==> config.mk <==
export PLATFORM = sky130hd
export DESIGN_NAME = mirrored_tree_traversal_core
export DESIGN_NICKNAME = d
export VERILOG_FILES = /design/src/sv/mtt_pkg.sv /design/src/sv/mtt_ram.sv /design/src/sv/mtt_ctrl.sv /design/src/sv/mtt_dpath.sv /design/src/sv/mirrored_tree_traversal_core.sv
export SDC_FILE = /design/constraint.sdc
export NUM_CORES = 1
export LEC_CHECK = 0
export BUFFER_PORTS_ARGS = -buffer_cell sky130_fd_sc_hd__buf_4
export CAP_MARGIN = 20
export CORE_ASPECT_RATIO = 1.1
export CORE_UTILIZATION = 55
export CTS_CLUSTER_SIZE = 20
export DETAILED_ROUTE_END_ITERATION = 10
export GPL_ROUTABILITY_DRIVEN = 1
export PLACE_DENSITY = 0.72
export SLEW_MARGIN = 20
export SYNTH_ARGS = -nofsm -noshare
export SYNTH_HDL_FRONTEND = slang
export SYNTH_SLANG_ARGS = --single-unit
==> constraint.sdc <==
create_clock -name i_clk -period 4.2 [get_ports i_clk]
set_input_delay 0.21 -clock i_clk [delete_from_list [all_inputs] [get_ports i_clk]]
set_output_delay 0.21 -clock i_clk [all_outputs]
set_load 0.005 [all_outputs]
==> src/sv/mtt_pkg.sv <==
// Package for the mirrored tree traversal core.
// Field widths, default node capacity and the controller/datapath command and status types.
// No dependencies.
package mtt_pkg;

    localparam int NODE_W        = 5;
    localparam int CHILD_W       = 6;
    localparam int REF_W         = 32;
    localparam int MAX_NODES_DEF = 32;

    typedef struct packed {
        logic load;
        logic scan_next;
        logic root_set;
        logic no_root_emit;
        logic q_read;
        logic q_emit;
        logic q_right;
        logic q_left;
        logic in_init;
        logic i_push;
        logic i_rchild;
        logic i_pop;
        logic i_emit;
        logic i_lchild;
        logic flush;
    } t_cmd;

    typedef struct packed {
        logic in_last;
        logic scan_end;
        logic scan_ref;
        logic q_more;
        logic cur_ok;
        logic sp_zero;
        logic can_emit;
    } t_stat;

endpackage

==> src/sv/mtt_ram.sv <==
// Generic simple dual-port RAM: one write port, one read port with registered read data.
// No dependencies.
module mtt_ram #(
    parameter int WIDTH = 8,
    parameter int DEPTH = 32,
    parameter int AW    = (DEPTH > 1) ? $clog2(DEPTH) : 1
) (
    input  logic             i_clk,
    input  logic             i_we,
    input  logic [AW-1:0]    i_waddr,
    input  logic [WIDTH-1:0] i_wdata,
    input  logic             i_re,
    input  logic [AW-1:0]    i_raddr,
    output logic [WIDTH-1:0] o_rdata
);

    logic [WIDTH-1:0] r_mem [DEPTH];
    logic [WIDTH-1:0] r_rdata;

    always_ff @(posedge i_clk) begin
        if (i_we) begin
            r_mem[i_waddr] <= i_wdata;
        end
        if (i_re) begin
            r_rdata <= r_mem[i_raddr];
        end
    end

    assign o_rdata = r_rdata;

endmodule

==> src/sv/mtt_ctrl.sv <==
// Sequencer of the mirrored tree traversal core: load, root scan, level-order and in-order walks.
// Depends on mtt_pkg (t_cmd, t_stat).
module mtt_ctrl (
    input  logic          i_clk,
    input  logic          i_rst_n,
    input  logic          i_in_valid,
    output logic          o_in_ready,
    input  mtt_pkg::t_stat i_stat,
    output mtt_pkg::t_cmd  o_cmd
);

    import mtt_pkg::*;

    typedef enum logic [10:0] {
        S_LOAD   = 11'b00000000001,
        S_SCAN   = 11'b00000000010,
        S_QRD    = 11'b00000000100,
        S_QEMIT  = 11'b00000001000,
        S_QRIGHT = 11'b00000010000,
        S_QLEFT  = 11'b00000100000,
        S_IPUSH  = 11'b00001000000,
        S_IRCH   = 11'b00010000000,
        S_IPOP   = 11'b00100000000,
        S_ILCH   = 11'b01000000000,
        S_FLUSH  = 11'b10000000000
    } t_state;

    t_state r_state, n_state;
    t_cmd   cmd;

    always_comb begin
        n_state = r_state;
        cmd     = '0;
        case (r_state)
            S_LOAD: begin
                if (i_in_valid) begin
                    cmd.load = 1'b1;
                    if (i_stat.in_last) begin
                        n_state = S_SCAN;
                    end
                end
            end
            S_SCAN: begin
                if (i_stat.scan_end) begin
                    cmd.no_root_emit = 1'b1;
                    n_state          = S_FLUSH;
                end else if (!i_stat.scan_ref) begin
                    cmd.root_set = 1'b1;
                    n_state      = S_QRD;
                end else begin
                    cmd.scan_next = 1'b1;
                end
            end
            S_QRD: begin
                if (i_stat.q_more) begin
                    cmd.q_read = 1'b1;
                    n_state    = S_QEMIT;
                end else begin
                    cmd.in_init = 1'b1;
                    n_state     = S_IPUSH;
                end
            end
            S_QEMIT: begin
                if (i_stat.can_emit) begin
                    cmd.q_emit = 1'b1;
                    n_state    = S_QRIGHT;
                end
            end
            S_QRIGHT: begin
                cmd.q_right = 1'b1;
                n_state     = S_QLEFT;
            end
            S_QLEFT: begin
                cmd.q_left = 1'b1;
                n_state    = S_QRD;
            end
            S_IPUSH: begin
                if (i_stat.cur_ok) begin
                    cmd.i_push = 1'b1;
                    n_state    = S_IRCH;
                end else if (i_stat.sp_zero) begin
                    n_state = S_FLUSH;
                end else begin
                    cmd.i_pop = 1'b1;
                    n_state   = S_IPOP;
                end
            end
            S_IRCH: begin
                cmd.i_rchild = 1'b1;
                n_state      = S_IPUSH;
            end
            S_IPOP: begin
                if (i_stat.can_emit) begin
                    cmd.i_emit = 1'b1;
                    n_state    = S_ILCH;
                end
            end
            S_ILCH: begin
                cmd.i_lchild = 1'b1;
                n_state      = S_IPUSH;
            end
            S_FLUSH: begin
                if (i_stat.can_emit) begin
                    cmd.flush = 1'b1;
                    n_state   = S_LOAD;
                end
            end
            default: begin
                n_state = S_LOAD;
            end
        endcase
    end

    always_ff @(posedge i_clk) begin
        if (!i_rst_n) begin
            r_state <= S_LOAD;
        end else begin
            r_state <= n_state;
        end
    end

    assign o_in_ready = (r_state == S_LOAD);
    assign o_cmd      = cmd;

endmodule

==> src/sv/mtt_dpath.sv <==
// Datapath of the mirrored tree traversal core: child tables, walk queue and stack,
// reference and visited masks, pending result and output register.
// Depends on mtt_pkg and mtt_ram.
module mtt_dpath #(
    parameter int MAX_NODES = mtt_pkg::MAX_NODES_DEF
) (
    input  logic                         i_clk,
    input  logic                         i_rst_n,
    input  mtt_pkg::t_cmd                i_cmd,
    output mtt_pkg::t_stat               o_stat,
    input  logic [mtt_pkg::CHILD_W-1:0]  i_left_child,
    input  logic [mtt_pkg::CHILD_W-1:0]  i_right_child,
    input  logic                         i_last_node,
    input  logic                         i_out_ready,
    output logic                         o_out_valid,
    output logic [mtt_pkg::NODE_W-1:0]   o_node_index,
    output logic                         o_walk_kind,
    output logic                         o_last_result,
    output logic                         o_no_root
);

    import mtt_pkg::*;

    localparam int AW = (MAX_NODES > 1) ? $clog2(MAX_NODES) : 1;
    localparam int CW = $clog2(MAX_NODES + 1);

    logic [REF_W-1:0]     r_ref, n_ref;
    logic [CW-1:0]        r_count, n_count;
    logic [CW-1:0]        r_scan, n_scan;
    logic [AW-1:0]        r_root, n_root;
    logic [MAX_NODES-1:0] r_seen, n_seen;
    logic [CW-1:0]        r_head, n_head;
    logic [CW-1:0]        r_tail, n_tail;
    logic [CW-1:0]        r_sp, n_sp;
    logic [AW-1:0]        r_cur, n_cur;
    logic                 r_cur_valid, n_cur_valid;
    logic                 r_p_valid, n_p_valid;
    logic [NODE_W-1:0]    r_p_idx, n_p_idx;
    logic                 r_p_kind, n_p_kind;
    logic                 r_p_noroot, n_p_noroot;
    logic                 r_out_valid, n_out_valid;
    logic [NODE_W-1:0]    r_out_idx, n_out_idx;
    logic                 r_out_kind, n_out_kind;
    logic                 r_out_last, n_out_last;
    logic                 r_out_noroot, n_out_noroot;

    logic                 t_we, t_re;
    logic [AW-1:0]        t_waddr, t_raddr;
    logic [CHILD_W-1:0]   tl_rdata, tr_rdata;
    logic                 q_we, q_re;
    logic [AW-1:0]        q_waddr, q_wdata, q_raddr, q_rdata;
    logic                 s_we, s_re;
    logic [AW-1:0]        s_waddr, s_raddr, s_rdata;

    logic                 room;
    logic                 tail_room;
    logic [AW-1:0]        r_addr, l_addr;
    logic                 r_take, l_take;
    logic                 can_emit;
    logic                 emit_en;
    logic [NODE_W-1:0]    emit_idx;
    logic                 emit_kind;
    logic                 emit_noroot;

    function automatic logic child_ok(logic [CHILD_W-1:0] raw, logic [CW-1:0] cnt);
        return !raw[CHILD_W-1] && ({1'b0, raw[NODE_W-1:0]} < (NODE_W + 1)'(cnt));
    endfunction

    mtt_ram #(.WIDTH(CHILD_W), .DEPTH(MAX_NODES)) u_left_tab (
        .i_clk(i_clk), .i_we(t_we), .i_waddr(t_waddr), .i_wdata(i_left_child),
        .i_re(t_re), .i_raddr(t_raddr), .o_rdata(tl_rdata)
    );

    mtt_ram #(.WIDTH(CHILD_W), .DEPTH(MAX_NODES)) u_right_tab (
        .i_clk(i_clk), .i_we(t_we), .i_waddr(t_waddr), .i_wdata(i_right_child),
        .i_re(t_re), .i_raddr(t_raddr), .o_rdata(tr_rdata)
    );

    mtt_ram #(.WIDTH(AW), .DEPTH(MAX_NODES)) u_queue (
        .i_clk(i_clk), .i_we(q_we), .i_waddr(q_waddr), .i_wdata(q_wdata),
        .i_re(q_re), .i_raddr(q_raddr), .o_rdata(q_rdata)
    );

    mtt_ram #(.WIDTH(AW), .DEPTH(MAX_NODES)) u_stack (
        .i_clk(i_clk), .i_we(s_we), .i_waddr(s_waddr), .i_wdata(r_cur),
        .i_re(s_re), .i_raddr(s_raddr), .o_rdata(s_rdata)
    );

    // child decode: negative or beyond the loaded count means none
    assign r_addr    = AW'(tr_rdata[NODE_W-1:0]);
    assign l_addr    = AW'(tl_rdata[NODE_W-1:0]);
    assign r_take    = child_ok(tr_rdata, r_count) && !r_seen[r_addr];
    assign l_take    = child_ok(tl_rdata, r_count) && !r_seen[l_addr];
    assign room      = (r_count < CW'(MAX_NODES));
    assign tail_room = (r_tail < CW'(MAX_NODES));
    assign can_emit  = !r_out_valid || i_out_ready;

    assign t_we    = i_cmd.load && room;
    assign t_waddr = AW'(r_count);
    assign t_re    = i_cmd.q_emit || i_cmd.i_push || i_cmd.i_emit;
    assign t_raddr = i_cmd.q_emit ? q_rdata : (i_cmd.i_push ? r_cur : s_rdata);

    assign q_we    = i_cmd.root_set
                     || (((i_cmd.q_right && r_take) || (i_cmd.q_left && l_take)) && tail_room);
    assign q_waddr = i_cmd.root_set ? '0 : AW'(r_tail);
    assign q_wdata = i_cmd.root_set ? AW'(r_scan) : (i_cmd.q_right ? r_addr : l_addr);
    assign q_re    = i_cmd.q_read;
    assign q_raddr = AW'(r_head);

    assign s_we    = i_cmd.i_push;
    assign s_waddr = AW'(r_sp);
    assign s_re    = i_cmd.i_pop;
    assign s_raddr = AW'(r_sp - CW'(1));

    always_comb begin
        emit_en     = 1'b0;
        emit_idx    = '0;
        emit_kind   = 1'b0;
        emit_noroot = 1'b0;
        if (i_cmd.no_root_emit) begin
            emit_en     = 1'b1;
            emit_noroot = 1'b1;
        end else if (i_cmd.q_emit) begin
            emit_en  = 1'b1;
            emit_idx = NODE_W'(q_rdata);
        end else if (i_cmd.i_emit) begin
            emit_en   = 1'b1;
            emit_idx  = NODE_W'(s_rdata);
            emit_kind = 1'b1;
        end
    end

    always_comb begin
        n_ref        = r_ref;
        n_count      = r_count;
        n_scan       = r_scan;
        n_root       = r_root;
        n_seen       = r_seen;
        n_head       = r_head;
        n_tail       = r_tail;
        n_sp         = r_sp;
        n_cur        = r_cur;
        n_cur_valid  = r_cur_valid;
        n_p_valid    = r_p_valid;
        n_p_idx      = r_p_idx;
        n_p_kind     = r_p_kind;
        n_p_noroot   = r_p_noroot;
        n_out_valid  = r_out_valid && !i_out_ready;
        n_out_idx    = r_out_idx;
        n_out_kind   = r_out_kind;
        n_out_last   = r_out_last;
        n_out_noroot = r_out_noroot;

        if (i_cmd.load) begin
            n_scan = '0;
            if (room) begin
                if (!i_left_child[CHILD_W-1]) begin
                    n_ref[i_left_child[NODE_W-1:0]] = 1'b1;
                end
                if (!i_right_child[CHILD_W-1]) begin
                    n_ref[i_right_child[NODE_W-1:0]] = 1'b1;
                end
                n_count = r_count + CW'(1);
            end
        end
        if (i_cmd.scan_next) begin
            n_scan = r_scan + CW'(1);
        end
        if (i_cmd.root_set) begin
            n_root                = AW'(r_scan);
            n_seen                = '0;
            n_seen[AW'(r_scan)]   = 1'b1;
            n_head                = '0;
            n_tail                = CW'(1);
        end
        if (i_cmd.q_read) begin
            n_head = r_head + CW'(1);
        end
        if (i_cmd.q_right && r_take) begin
            n_seen[r_addr] = 1'b1;
            if (tail_room) begin
                n_tail = r_tail + CW'(1);
            end
        end
        if (i_cmd.q_left && l_take) begin
            n_seen[l_addr] = 1'b1;
            if (tail_room) begin
                n_tail = r_tail + CW'(1);
            end
        end
        if (i_cmd.in_init) begin
            n_seen         = '0;
            n_seen[r_root] = 1'b1;
            n_sp           = '0;
            n_cur          = r_root;
            n_cur_valid    = 1'b1;
        end
        if (i_cmd.i_push) begin
            n_sp = r_sp + CW'(1);
        end
        if (i_cmd.i_rchild) begin
            n_cur       = r_addr;
            n_cur_valid = r_take;
            if (r_take) begin
                n_seen[r_addr] = 1'b1;
            end
        end
        if (i_cmd.i_pop) begin
            n_sp = r_sp - CW'(1);
        end
        if (i_cmd.i_lchild) begin
            n_cur       = l_addr;
            n_cur_valid = l_take;
            if (l_take) begin
                n_seen[l_addr] = 1'b1;
            end
        end

        // one result held back so the final beat can carry the last flag
        if (emit_en) begin
            if (r_p_valid) begin
                n_out_valid  = 1'b1;
                n_out_idx    = r_p_idx;
                n_out_kind   = r_p_kind;
                n_out_last   = 1'b0;
                n_out_noroot = r_p_noroot;
            end
            n_p_valid  = 1'b1;
            n_p_idx    = emit_idx;
            n_p_kind   = emit_kind;
            n_p_noroot = emit_noroot;
        end
        if (i_cmd.flush) begin
            n_out_valid  = 1'b1;
            n_out_idx    = r_p_idx;
            n_out_kind   = r_p_kind;
            n_out_last   = 1'b1;
            n_out_noroot = r_p_noroot;
            n_p_valid    = 1'b0;
            n_ref        = '0;
            n_count      = '0;
        end
    end

    always_ff @(posedge i_clk) begin
        if (!i_rst_n) begin
            r_ref       <= '0;
            r_count     <= '0;
            r_scan      <= '0;
            r_head      <= '0;
            r_tail      <= '0;
            r_sp        <= '0;
            r_cur_valid <= 1'b0;
            r_p_valid   <= 1'b0;
            r_out_valid <= 1'b0;
        end else begin
            r_ref       <= n_ref;
            r_count     <= n_count;
            r_scan      <= n_scan;
            r_head      <= n_head;
            r_tail      <= n_tail;
            r_sp        <= n_sp;
            r_cur_valid <= n_cur_valid;
            r_p_valid   <= n_p_valid;
            r_out_valid <= n_out_valid;
        end
    end

    always_ff @(posedge i_clk) begin
        r_root       <= n_root;
        r_seen       <= n_seen;
        r_cur        <= n_cur;
        r_p_idx      <= n_p_idx;
        r_p_kind     <= n_p_kind;
        r_p_noroot   <= n_p_noroot;
        r_out_idx    <= n_out_idx;
        r_out_kind   <= n_out_kind;
        r_out_last   <= n_out_last;
        r_out_noroot <= n_out_noroot;
    end

    assign o_stat.in_last  = i_last_node;
    assign o_stat.scan_end = (r_scan >= r_count);
    assign o_stat.scan_ref = r_ref[NODE_W'(r_scan)];
    assign o_stat.q_more   = (r_head < r_tail);
    assign o_stat.cur_ok   = r_cur_valid && (r_sp < CW'(MAX_NODES));
    assign o_stat.sp_zero  = (r_sp == '0);
    assign o_stat.can_emit = can_emit;

    assign o_out_valid   = r_out_valid;
    assign o_node_index  = r_out_idx;
    assign o_walk_kind   = r_out_kind;
    assign o_last_result = r_out_last;
    assign o_no_root     = r_out_noroot;

endmodule

==> src/sv/mirrored_tree_traversal_core.sv <==
// Node records are taken one beat per cycle, node 0 first, and cause no result until the
// record flagged last. The core then scans the indices in order for the root, the lowest
// unreferenced one, emits the level-order walk of the mirrored tree, each node taking a
// queue read, a table read, its right child and its left child, then the in-order walk,
// each node taking a stack push with table read and right child, then a stack pop, emit with
// table read and left child, each through a registered-read RAM. The final result carries
// the last flag; with no root a single flagged beat is given. Output stalls hold the walks.
// Records are not taken while a run is being walked out.
// Depends on mtt_pkg, mtt_ctrl, mtt_dpath and mtt_ram.
module mirrored_tree_traversal_core #(
    parameter int MAX_NODES = mtt_pkg::MAX_NODES_DEF
) (
    input  logic                         i_clk,
    input  logic                         i_rst_n,
    input  logic                         i_in_valid,
    output logic                         o_in_ready,
    input  logic [mtt_pkg::CHILD_W-1:0]  i_left_child,
    input  logic [mtt_pkg::CHILD_W-1:0]  i_right_child,
    input  logic                         i_last_node,
    output logic                         o_out_valid,
    input  logic                         i_out_ready,
    output logic [mtt_pkg::NODE_W-1:0]   o_node_index,
    output logic                         o_walk_kind,
    output logic                         o_last_result,
    output logic                         o_no_root
);

    import mtt_pkg::*;

    t_cmd  cmd;
    t_stat stat;

    mtt_ctrl u_ctrl (
        .i_clk      (i_clk),
        .i_rst_n    (i_rst_n),
        .i_in_valid (i_in_valid),
        .o_in_ready (o_in_ready),
        .i_stat     (stat),
        .o_cmd      (cmd)
    );

    mtt_dpath #(.MAX_NODES(MAX_NODES)) u_dpath (
        .i_clk         (i_clk),
        .i_rst_n       (i_rst_n),
        .i_cmd         (cmd),
        .o_stat        (stat),
        .i_left_child  (i_left_child),
        .i_right_child (i_right_child),
        .i_last_node   (i_last_node),
        .i_out_ready   (i_out_ready),
        .o_out_valid   (o_out_valid),
        .o_node_index  (o_node_index),
        .o_walk_kind   (o_walk_kind),
        .o_last_result (o_last_result),
        .o_no_root     (o_no_root)
    );

endmodule
Yosys cells after proc, flatten, opt, wreduce, memory -nomap -nowiden

Memory sizes are Yosys's and may differ from the RTL's. A register that Yosys moved wholly into a read port is not among the register bits.
Index checks and enable logic that the tools add are counted.

Register bits: 133
Bits in latches: 0
Bits in writable memories: 704
Bits in read-only memories: 0
Input bits: 17
Output and inout bits: 10
Word-level logic and storage cells: 226
Memories: 4

Add/sub/neg operators: 6
Multipliers: 0
Div/mod/pow operators: 0
Magnitude comparators: 19
Equal/unequal tests: 17
Shift-type cells: 0
Multiplexer cells: 112
Bitwise gates (word level): 7
Reduce and logical (&&, ||, !) cells: 41

Memory list:

| name                      | words | bits a word | rd ports | clocked after memory_dff | write ports | RTL line      | source |
|---|---|---|---|---|---|---|---|
| u_dpath.u_left_tab.r_mem  | 32    | 6           | 1        | 1                        | 1           | mtt_ram.sv:17 | `logic [WIDTH-1:0] r_mem [DEPTH];` |
| u_dpath.u_right_tab.r_mem | 32    | 6           | 1        | 1                        | 1           | mtt_ram.sv:17 |  |
| u_dpath.u_queue.r_mem     | 32    | 5           | 1        | 1                        | 1           | mtt_ram.sv:17 |  |
| u_dpath.u_stack.r_mem     | 32    | 5           | 1        | 1                        | 1           | mtt_ram.sv:17 |  |

Operators by type and width:

| kind                   | count |
|---|---|
| $mux W32               | 12 |
| $or A32 B32 Y32        | 6 |
| $pmux W11 S10          | 1 |
| $mux W11               | 9 |
| $mux W6                | 12 |
| $mux W5                | 13 |
| $mux W1                | 53 |
| $lt A5 B6 Y1 const B   | 6 |
| $add A6 B1 Y6 const B  | 5 |
| $demux W1 S5           | 6 |
| $ge A5 B1 Y1 const B   | 6 |
| $lt A6 B6 Y1 const B   | 3 |
| $logic_and A1 B1 Y1    | 16 |
| $bmux W1 S5            | 3 |
| $lt A5 B6 Y1           | 2 |
| $eq A11 B1 Y1 const B  | 1 |
| $eq A11 B10 Y1 const B | 1 |
| $eq A11 B11 Y1 const B | 1 |
| $eq A11 B2 Y1 const B  | 1 |
| $eq A11 B3 Y1 const B  | 1 |
| $eq A11 B4 Y1 const B  | 1 |
| $eq A11 B5 Y1 const B  | 1 |
| $eq A11 B6 Y1 const B  | 1 |
| $eq A11 B7 Y1 const B  | 1 |
| 20 further kinds       | 40 |

Depth between registers and ports, before layout

Gate-level depths: netlist of the first run.

Word-level depth: 17
Depth in mapped cells: 14
Gate-level depth less buffers: 10

Cells and area by module

Synthesis of the first run repeated with hierarchy kept, for this count alone.

Cell total of the unflattened synthesis: 2239
Area, all modules: 36760.3 µm²

By module, submodules not included:

| module                           | times used | cells each | area each (µm²) | seq. area each (µm²) |
|---|---|---|---|---|
| mtt_ram (u_dpath.u_left_tab ...) | 2          | 323        | 7649.8          | 5945.7 |
| mtt_ram (u_dpath.u_queue ...)    | 2          | 277        | 6394.9          | 4954.8 |
| mtt_dpath                        | 1          | 928        | 7803.7          | 2682.6 |
| mtt_ctrl                         | 1          | 111        | 867.1           | 220.2 |

Worst setup path before layout of the first run

OpenSTA, ideal clock, no wires.

Path type: register to register
Start point: reg u_dpath.r_scan[0]
End point: mem u_dpath.u_queue.r_mem[0][1] (netlist name) (data pin)
Setup time: 0.454 ns
Data arrival time: 3.553 ns
Required time: 3.746 ns
Path slack: 0.193 ns
Stages on the path, launching flop included: 15
Buffers on the path: 5
Period minus slack after synthesis: 4.007 ns
Cell sequence: dfxtp_1 > buf_6 > buf_6 > inv_1 > ha_1 > nand2b_1 > a21o_1 > a21o_1 > a211o_1 > a2111oi_4 > buf_6 > buf_6 > buf_2 > nand2_1 > o21ai_0

Word-level cells in the longest chain between the ends: 6
Elaborated cells between the ends (all ways): 7
Those cells by class: order compare (1); mux (6)

Ends and longest elaborated chain:

| item                          | RTL line         | source |
|---|---|---|
| from (decl)                   | mtt_dpath.sv:29  | `logic [CW-1:0] r_scan, n_scan;` |
| from (signal assigned)        | mtt_dpath.sv:259 | `r_scan <= n_scan;` |
| $bmux W1 S5                   | mtt_dpath.sv:284 | `assign o_stat.scan_ref = r_ref[NODE_W'(r_scan)];` |
| $mux W1 (implied by the code) | mtt_dpath.sv:284 |  |
| $mux W1                       | mtt_ctrl.sv:47   | `end else if (!i_stat.scan_ref) begin` |
| $mux W2 (*)                   | mtt_ctrl.sv:44   | `if (i_stat.scan_end) begin` |
| $mux W3 (*)                   | mtt_ctrl.sv:34   | `case (r_state)` |
| $mux W5 (*)                   | mtt_dpath.sv:106 | `assign q_wdata = i_cmd.root_set ? AW'(r_scan) : (i_cmd.q_right ? r_addr : l_addr);` |
| via u_dpath.q_wdata[1]        | mtt_dpath.sv:51  | `logic [AW-1:0] q_waddr, q_wdata, q_raddr, q_rdata;` |
| to (decl)                     | mtt_ram.sv:17    |  |

The timed path passes the listed nets; every way through them passes the cells marked *. The select of a mux whose other input is x is not followed.

Worst setup path after layout of the first run

Start point: reg u_ctrl.r_state[4]
End point: reg u_dpath.u_right_tab.r_rdata[1] (netlist: u_dpath.u_right_tab.o_rdata[1]), read port of u_dpath.u_right_tab.r_mem (data pin)

Word-level cells in the longest chain between the ends: 4
Elaborated cells between the ends (all ways): 10
Those cells by class: eq/ne (3); mux (5); reduce/logical (2)

Ends and longest elaborated chain:

| item                                                               | RTL line                           | source |
|---|---|---|
| from (decl)                                                        | mtt_ctrl.sv:28                     | `t_state r_state, n_state;` |
| from (signal assigned)                                             | mtt_ctrl.sv:118                    | `r_state <= n_state;` |
| $eq A11 B7 Y1 / $eq A11 B4 Y1 (equally long branches)              | mtt_ctrl.sv:34                     |  |
| $mux W1                                                            | mtt_ctrl.sv:34                     |  |
| $mux W5 / $logic_or A1 B1 Y1 (equally long branches) (2 in series) | mtt_dpath.sv:101, mtt_dpath.sv:100 |  |
| to (decl)                                                          | mtt_ram.sv:18                      | `logic [WIDTH-1:0] r_rdata;` |

Parallel ways exist; a longest one is shown, timed or not.
A chain may end at the register's enable or synchronous reset.

==> results of run 1 <==
[critical path, cell delays in order (launching register included)]
cell	delay (ns)
dfxtp_1	0.36
nor4_2	0.41
nand4_1	0.37
o221ai_2	0.60
and2_4	0.53
buf_4	0.31
nor2_4	0.12
a22oi_1	0.23
nand3_1	0.21
a2111oi_2	0.56
[metrics by stage]
stage	cell area [sq um]	utilization [%]	hold WS, ns	std cells	worst slack (ns)
3_3_place_gp	38500	58.0	0.406	3422	0.296
2_1_floorplan	36900	-	0.309	2561	0.193
5_1_grt	41200	62.1	0.0438	3581	0.0180
3_5_place_dp	38500	58.0	0.413	3422	0.226
6_report	41200	62.1	0.0417	3581	0.245
4_1_cts	41200	62.1	0.0192	3580	0.223
[synthesized netlist by cell type (all sizes together), types with 20 or more instances]
| master | instances | area, sq um |
|---|---|---|
| edfxtp | 750 | 22500 |
| nand2 | 275 | 1050 |
| nor2 | 216 | 828 |
| mux2i | 132 | 1320 |
| mux4 | 124 | 2790 |
| dfxtp | 109 | 2180 |
| a21oi | 108 | 541 |
| nand3 | 99 | 495 |
| clkbuf | 84 | 315 |
| o21ai | 75 | 379 |
| buf | 61 | 359 |
| inv | 56 | 210 |
| o22ai | 36 | 225 |
| a22o | 35 | 307 |
| ha | 33 | 413 |
| a222oi | 27 | 270 |
| mux2 | 24 | 270 |
| nor3 | 22 | 110 |
| a22oi | 20 | 150 |
| nand4 | 20 | 125 |
| nor4 | 20 | 138 |
[layout make-up]
cell class / instances / area (sq um) / share of cell area [%]
tap: 858 / 1070 / 2.61
clock inverter: 39 / 360 / 0.875
multi-input combinational: 1502 / 11400 / 27.6
timing repair buffer: 151 / 1180 / 2.86
inverter: 56 / 210 / 0.510
clock buffer: 116 / 2300 / 5.60
sequential: 859 / 24700 / 60.0
[logic make-up (layout without fill, tap and decap cells)]
logic type / Yosys count / after routing / synth area share [%]
flip-flops: 859 / 859 / 67.0
AO/OA/AOI/OAI: 403 / 403 / 7.56
XOR/XNOR: 7 / 7 / 0.166
multiplexers: 280 / 280 / 11.9
AND/OR/NAND/NOR: 778 / 779 / 9.86
adder cells (fa/ha/maj): 33 / 33 / 1.12
buffers and inverters: 201 / 362 / 2.40
[repair_timing]
| action | CTS | global route |
|---|---|---|
| hold buffers | 3 | 0 |
| endpoints found under the hold margin | 6 | 0 |
| setup endpoints to repair | 0 | 1 |
[power by group]
part,internal (mW),total (mW),switching (mW)
Combinational,0.310,0.754,0.445
Sequential,9.39,9.53,0.144
Clock,4.16,7.31,3.15
Total,13.9,17.6,3.74
[flip-flops by register name, summed over array words and instances, names as in the netlist, 6 cells and up]
register / cells
u_ctrl.r_state: 11
u_dpath.r_count: 6
u_dpath.r_head: 6
u_dpath.r_ref: 32
u_dpath.r_scan: 6
u_dpath.r_seen: 32
u_dpath.r_sp: 6
u_dpath.r_tail: 6
u_dpath.u_left_tab.o_rdata: 6
u_dpath.u_left_tab.r_mem: 192
u_dpath.u_queue.r_mem: 160
u_dpath.u_right_tab.o_rdata: 6
u_dpath.u_right_tab.r_mem: 192
u_dpath.u_stack.r_mem: 160
[how the worst max path moves through the flow]
stage / start / to / slack (ns) / cells after the start
global route: u_ctrl.r_state[4] / u_dpath.u_right_tab.o_rdata[1] / 0.02 / 9
detailed placement: u_ctrl.r_state[4] / u_dpath.u_right_tab.o_rdata[1] / 0.23 / 8
CTS: u_ctrl.r_state[4] / u_dpath.u_right_tab.o_rdata[1] / 0.22 / 8
finish: u_ctrl.r_state[4] / u_dpath.u_right_tab.o_rdata[1] / 0.25 / 9
floorplan: u_dpath.r_scan[0] / u_dpath.u_queue.r_mem[0][1] / 0.19 / 14
global placement: u_ctrl.r_state[4] / u_dpath.u_right_tab.o_rdata[1] / 0.30 / 8
[metal layers]
metal	GRT usage [%]	share of wire (%)	vias up
met3	4.32	8.2	230
met2	45.5	49	1186
met5	0	0	-
li1	-	-	10151
met1	36.4	39	11591
met4	11.2	3.6	0
[cells in the final DEF (no fill, tap or decap), types with 12 or more instances in the layout]
cell,count
edfxtp_1,750
nand2_1,271
nor2_1,212
buf_4,145
mux2i_1,132
mux4_2,124
a21oi_1,108
dfxtp_1,106
nand3_1,99
clkbuf_16,86
inv_1,56
o21ai_0,52
o22ai_1,36
a22o_1,35
ha_1,33
a222oi_1,27
clkbuf_1,26
nor3_1,22
mux2_2,21
nand4_1,20
a22oi_1,20
nor4_1,18
a311oi_1,18
nor2b_1,17
nand3b_1,16
o21ai_1,16
clkinv_1,16
or3_1,15
nand2b_1,14
nor3b_1,14
and3_1,12
==> impl_metrics.tcl, run 1 <==
set metrics [dict create \
    status "completed" \
    vias 23158 \
    r2r-start "u_ctrl.r_state[4]" \
    slew_headroom_pct 24.3 \
    period_share_pct 94.2 \
    core_area_sq_um 66300 \
    clockBufferDepth 3 \
    synth_seq_cells 859 \
    powerDensity_nw_per_um2 427 \
    critPathRequiredTime_ns 4.58 \
    synth_warnings 0 \
    finalCriticalPeriod_ns 3.95 \
    core.rowCount 99 \
    post_cts_buffers 0 \
    grt_pass1_wl_um 141000 \
    cts_resized 0 \
    cp_data_arrival_time_ns 4.33 \
    die_h_um 274 \
    slew_violations 0 \
    hold_start "i_right_child[5]" \
    clkSinkCount 859 \
    overflow 0 \
    drt-pass1-iter-count 9 \
    grt_pass1_vias 22741 \
    io_pins 27 \
    clock_skew_ns 0.0221 \
    cts_made_buffers 85 \
    detail-route-antenna-nets 0 \
    grtUsageTotal_pct 27.4 \
    via_per_inst 6.47 \
    ys.flop_type "edfxtp_1" \
    cts_htree_levels 3 \
    clock_insertion_delay_worst_skew_ns 0.64 \
    power_mw 17.6 \
    end_kind "flip-flop" \
    hold_path_class "in -> reg" \
    synthToLayoutAreaGrowth_pct 11.7 \
    synth_edf_count 750 \
    hold_path_end "u_dpath.u_right_tab.r_mem[20][5]" \
    cts_root_buffer "clkbuf_16" \
    synthCells 2561 \
    drtIter0Drc 2598 \
    clock.fmax_mhz 253 \
    io_buffers 26 \
    cellLeakagePower_nw 13.9 \
    async_flop_share_pct 0 \
    start_kind "flip-flop" \
    die_width_um 249 \
    holdPathStages 1 \
    dieArea_sq_um 68100 \
    dpl.hpwl_um 59600 \
    diodes 0 \
    r2r_end "u_dpath.u_right_tab.o_rdata[1]" \
    seq_area_frac_synth_pct 67.0 \
    max_cap_viol_count 0 \
    nets 2705 \
    antenna_found_initial 2 \
    grt_max_degree 45 \
    wl_per_cell_um 26.0 \
    hold_viol 0 \
    gp_congestion 0.964 \
    initial_utilization_pct 55.6 \
    ff2ff_path_depth 9 \
    tns_ns 0 \
    critPathKind "reg -> reg" \
    clk_pin_slew_ns 0.06 \
    worst-r2r-setup-slack_ns 0.25 \
    worstMarginPinSlew_ns 1.13 \
    peakVddDrop_uv 360 \
    wl_um 93000 \
    nFillCells 4753 \
    syn_nets 2611 \
    setup_violations 0 \
    path_max_fanout 19 \
    cts_tree "built" \
    drive_above_1_share_pct 16.6 \
    route.detailed.drc 0 \
    synth_area_sq_um 36900 \
    syn_avg_cell_area_sq_um 14.4 \
    rsz0062_at_grt "false" \
    ys_types 77 \
]
Power figures use the tool's default switching activity.
==> run 2: changes to the inputs <==
SYNTH_HIERARCHICAL = 1   (was default)
==> run 2 against run 1 <==
Effect of this change: sequential cell count did not move; via count fell by 9.1%; maximum frequency is 0.51% higher; critical path type unchanged; largest power group unchanged.
==> impl_metrics.tcl, run 2 <==
set metrics [dict create \
    nFillCells 4578 \
    synthToLayoutAreaGrowth_pct 12.1 \
    grt_use_met3_pct 4.04 \
    critPathKind "reg -> reg" \
    hold_viol 0 \
    cp_data_arrival_time_ns 4.25 \
    cts_made_buffers 84 \
    synth_seq_cells 859 \
    yosys.area.top_type_share_pct 61.3 \
    wl_per_cell_um 25.8 \
    via_per_inst 6.51 \
    placed_area_sq_um 38400 \
    dpl.hpwl_um 53300 \
    clk_pin_slew_ns 0.06 \
    diodes 0 \
    clock_insertion_delay_worst_skew_ns 0.64 \
    die_h_um 273 \
    clock_skew_ns 0.0181 \
    final_cell_mix "edfxtp_1 (750), mux4_2 (234), nor2_1 (220)" \
    finalInstanceArea_sq_um 41200 \
    drtIter0Drc 2116 \
    r2r-start "u_dpath/u_right_tab/o_rdata[0]" \
    hold_path_class "in -> reg" \
    met2_usage_pct 40.4 \
    grt_max_degree 86 \
    holdWs_ns 0.0226 \
    max_cap_viol_count 0 \
    multi_input_area_sq_um 11500 \
    powerDensity_nw_per_um2 428 \
    grt_pass1_vias 21083 \
    synth_area_sq_um 36800 \
    setup_violations 0 \
    io_buffers 26 \
    grtUsageTotal_pct 25.0 \
    cts_resized 0 \
    cts_tree "built" \
    critPathMaxStageDelay_ns 0.71 \
    clockBufferDepth 3 \
    synth-simple-area-share_pct 8.27 \
    grt_pass1_wl_um 129000 \
    synth_area_leader_cell "edfxtp_1" \
    setup_ws_ns 0.265 \
    async_flop_share_pct 0 \
    die_width_um 248 \
    final_common_cell "edfxtp_1" \
    end_kind "flip-flop" \
    seq_area_frac_synth_pct 67.2 \
    ys.flop_type "edfxtp_1" \
    clock.fmax_mhz 254 \
    dieArea_sq_um 67900 \
    detail-route-antenna-nets 0 \
    status "completed" \
    drive_above_1_share_pct 23.7 \
    path_max_fanout 8 \
    io_pins 27 \
    cp-startpoint "u_dpath/u_right_tab/o_rdata[0]" \
    drt-pass1-iter-count 5 \
    antenna_found_initial 0 \
    crit_slowest_cell "or3b_2" \
    busiest_layer "met2" \
    yosys-top-cells-area "edfxtp_1 (61%), mux4_2 (14%), dfxtp_1 (5.9%), nor2_1 (2.4%), a21oi_1 (1.3%)" \
    start_kind "flip-flop" \
    slew_headroom_pct 31.7 \
    route.detailed.drc 0 \
    ys_types 71 \
    cts_htree_levels 3 \
    synth-compound-area-share_pct 5.05 \
    wl_um 83300 \
    critPathRequiredTime_ns 4.52 \
    peakVddDrop_uv 505 \
    overflow 0 \
    syn_nets 2285 \
    dp_slack_ns 0.302 \
    crit_chain "mux4_2, and2_0, o21ai_0, o2111ai_1, or4_1, nand2_1, or2_2, or3b_2, nor2_4" \
    synthMuxAreaShare_pct 16.2 \
    synth_edf_count 750 \
    period_share_pct 93.7 \
    gp_congestion 0.980 \
    nets 2354 \
    syn_avg_cell_area_sq_um 16.4 \
    cp_num_buf_inv 0 \
    core.rowCount 99 \
    seq_area_sq_um 24700 \
    path_delay_family "simple AND/OR/NAND/NOR gates" \
    post_cts_buffers 0 \
    worstMarginPinSlew_ns 1.02 \
    finalCriticalPeriod_ns 3.93 \
    grt_util_met1_pct 34.6 \
    synth_top_family_by_area "multiplexers" \
    netlist_top_cells_count "edfxtp_1 (750), nor2_1 (236), mux4_2 (234), dfxtp_1 (109), a21oi_1 (99)" \
    vias 21044 \
    cts_root_buffer "clkbuf_16" \
    synthCells 2239 \
    cellLeakagePower_nw 13.0 \
    hold_start "i_left_child[1]" \
    initial_utilization_pct 55.5 \
    slew_violations 0 \
    reg.largest.list "u_dpath/u_left_tab/r_mem: 192 flops, u_dpath/u_right_tab/r_mem: 192 flops" \
    synth_warnings 6 \
    power_mw 17.6 \
    core_area_sq_um 66300 \
    synthAdderAreaFrac_pct 0.987 \
    synth.most_common_cell "edfxtp_1" \
    clkSinkCount 859 \
    rsz0062_at_grt "false" \
    synth_xor_area_share_pct 0.357 \
]
run 2: per-stage QoR:
stage	instances	utilization [%]	setup TNS, ns
2_1_floorplan	2239	-	-10.52
3_3_place_gp	3076	57.9	0
3_5_place_dp	3076	57.9	0
4_1_cts	3234	62.2	0
5_1_grt	3234	62.2	0
6_report	3234	62.2	0
run 2: what timing repair did:
action	4_1_cts	5_1_grt
hold endpoints to repair	57	0
endpoints found under the setup margin	0	0
hold buffers	4	0
run 2: kinds of logic after synthesis:
| family | count (synthesis) |
|---|---|
| adder cells (fa/ha/maj) | 29 |
| multiplexers | 299 |
| flip-flops | 859 |
| AO/OA/AOI/OAI | 292 |
| buffers and inverters | 165 |
| XOR/XNOR | 15 |
| AND/OR/NAND/NOR | 580 |
run 2: routing by layer:
metal / up-vias / share of wire [%]
met1: 10743 / 41
met4: 0 / 3.0
met5: - / 0
met3: 173 / 7.4
li1: 9132 / -
met2: 996 / 49
run 2: cell type report:
cell class | instances | area share [%]
Sequential cell | 859 | 60.0
Multi-Input combinational cell | 1215 | 27.9
Clock buffer | 99 | 5.29
Tap cell | 858 | 2.60
Timing Repair Buffer | 113 | 2.42
Clock inverter | 55 | 1.49
Inverter | 35 | 0.319
run 2: final timing paths:
check                                                  endpoint  slack, ns  cells after the start
worst max-delay path               u_dpath/u_queue/r_mem[16][4]       0.27                      9
worst min-delay path            u_dpath/u_left_tab/r_mem[22][1]       0.02                      1
worst max register to register     u_dpath/u_queue/r_mem[16][4]       0.27                      9
worst min register to register          u_dpath/o_node_index[1]       0.42                      0
run 2: report_power, final:
group          internal [mW]  total, mW  switching [mW]
Clock                   4.47       7.64            3.18
Sequential              9.32       9.37          0.0490
Combinational          0.205      0.622           0.417
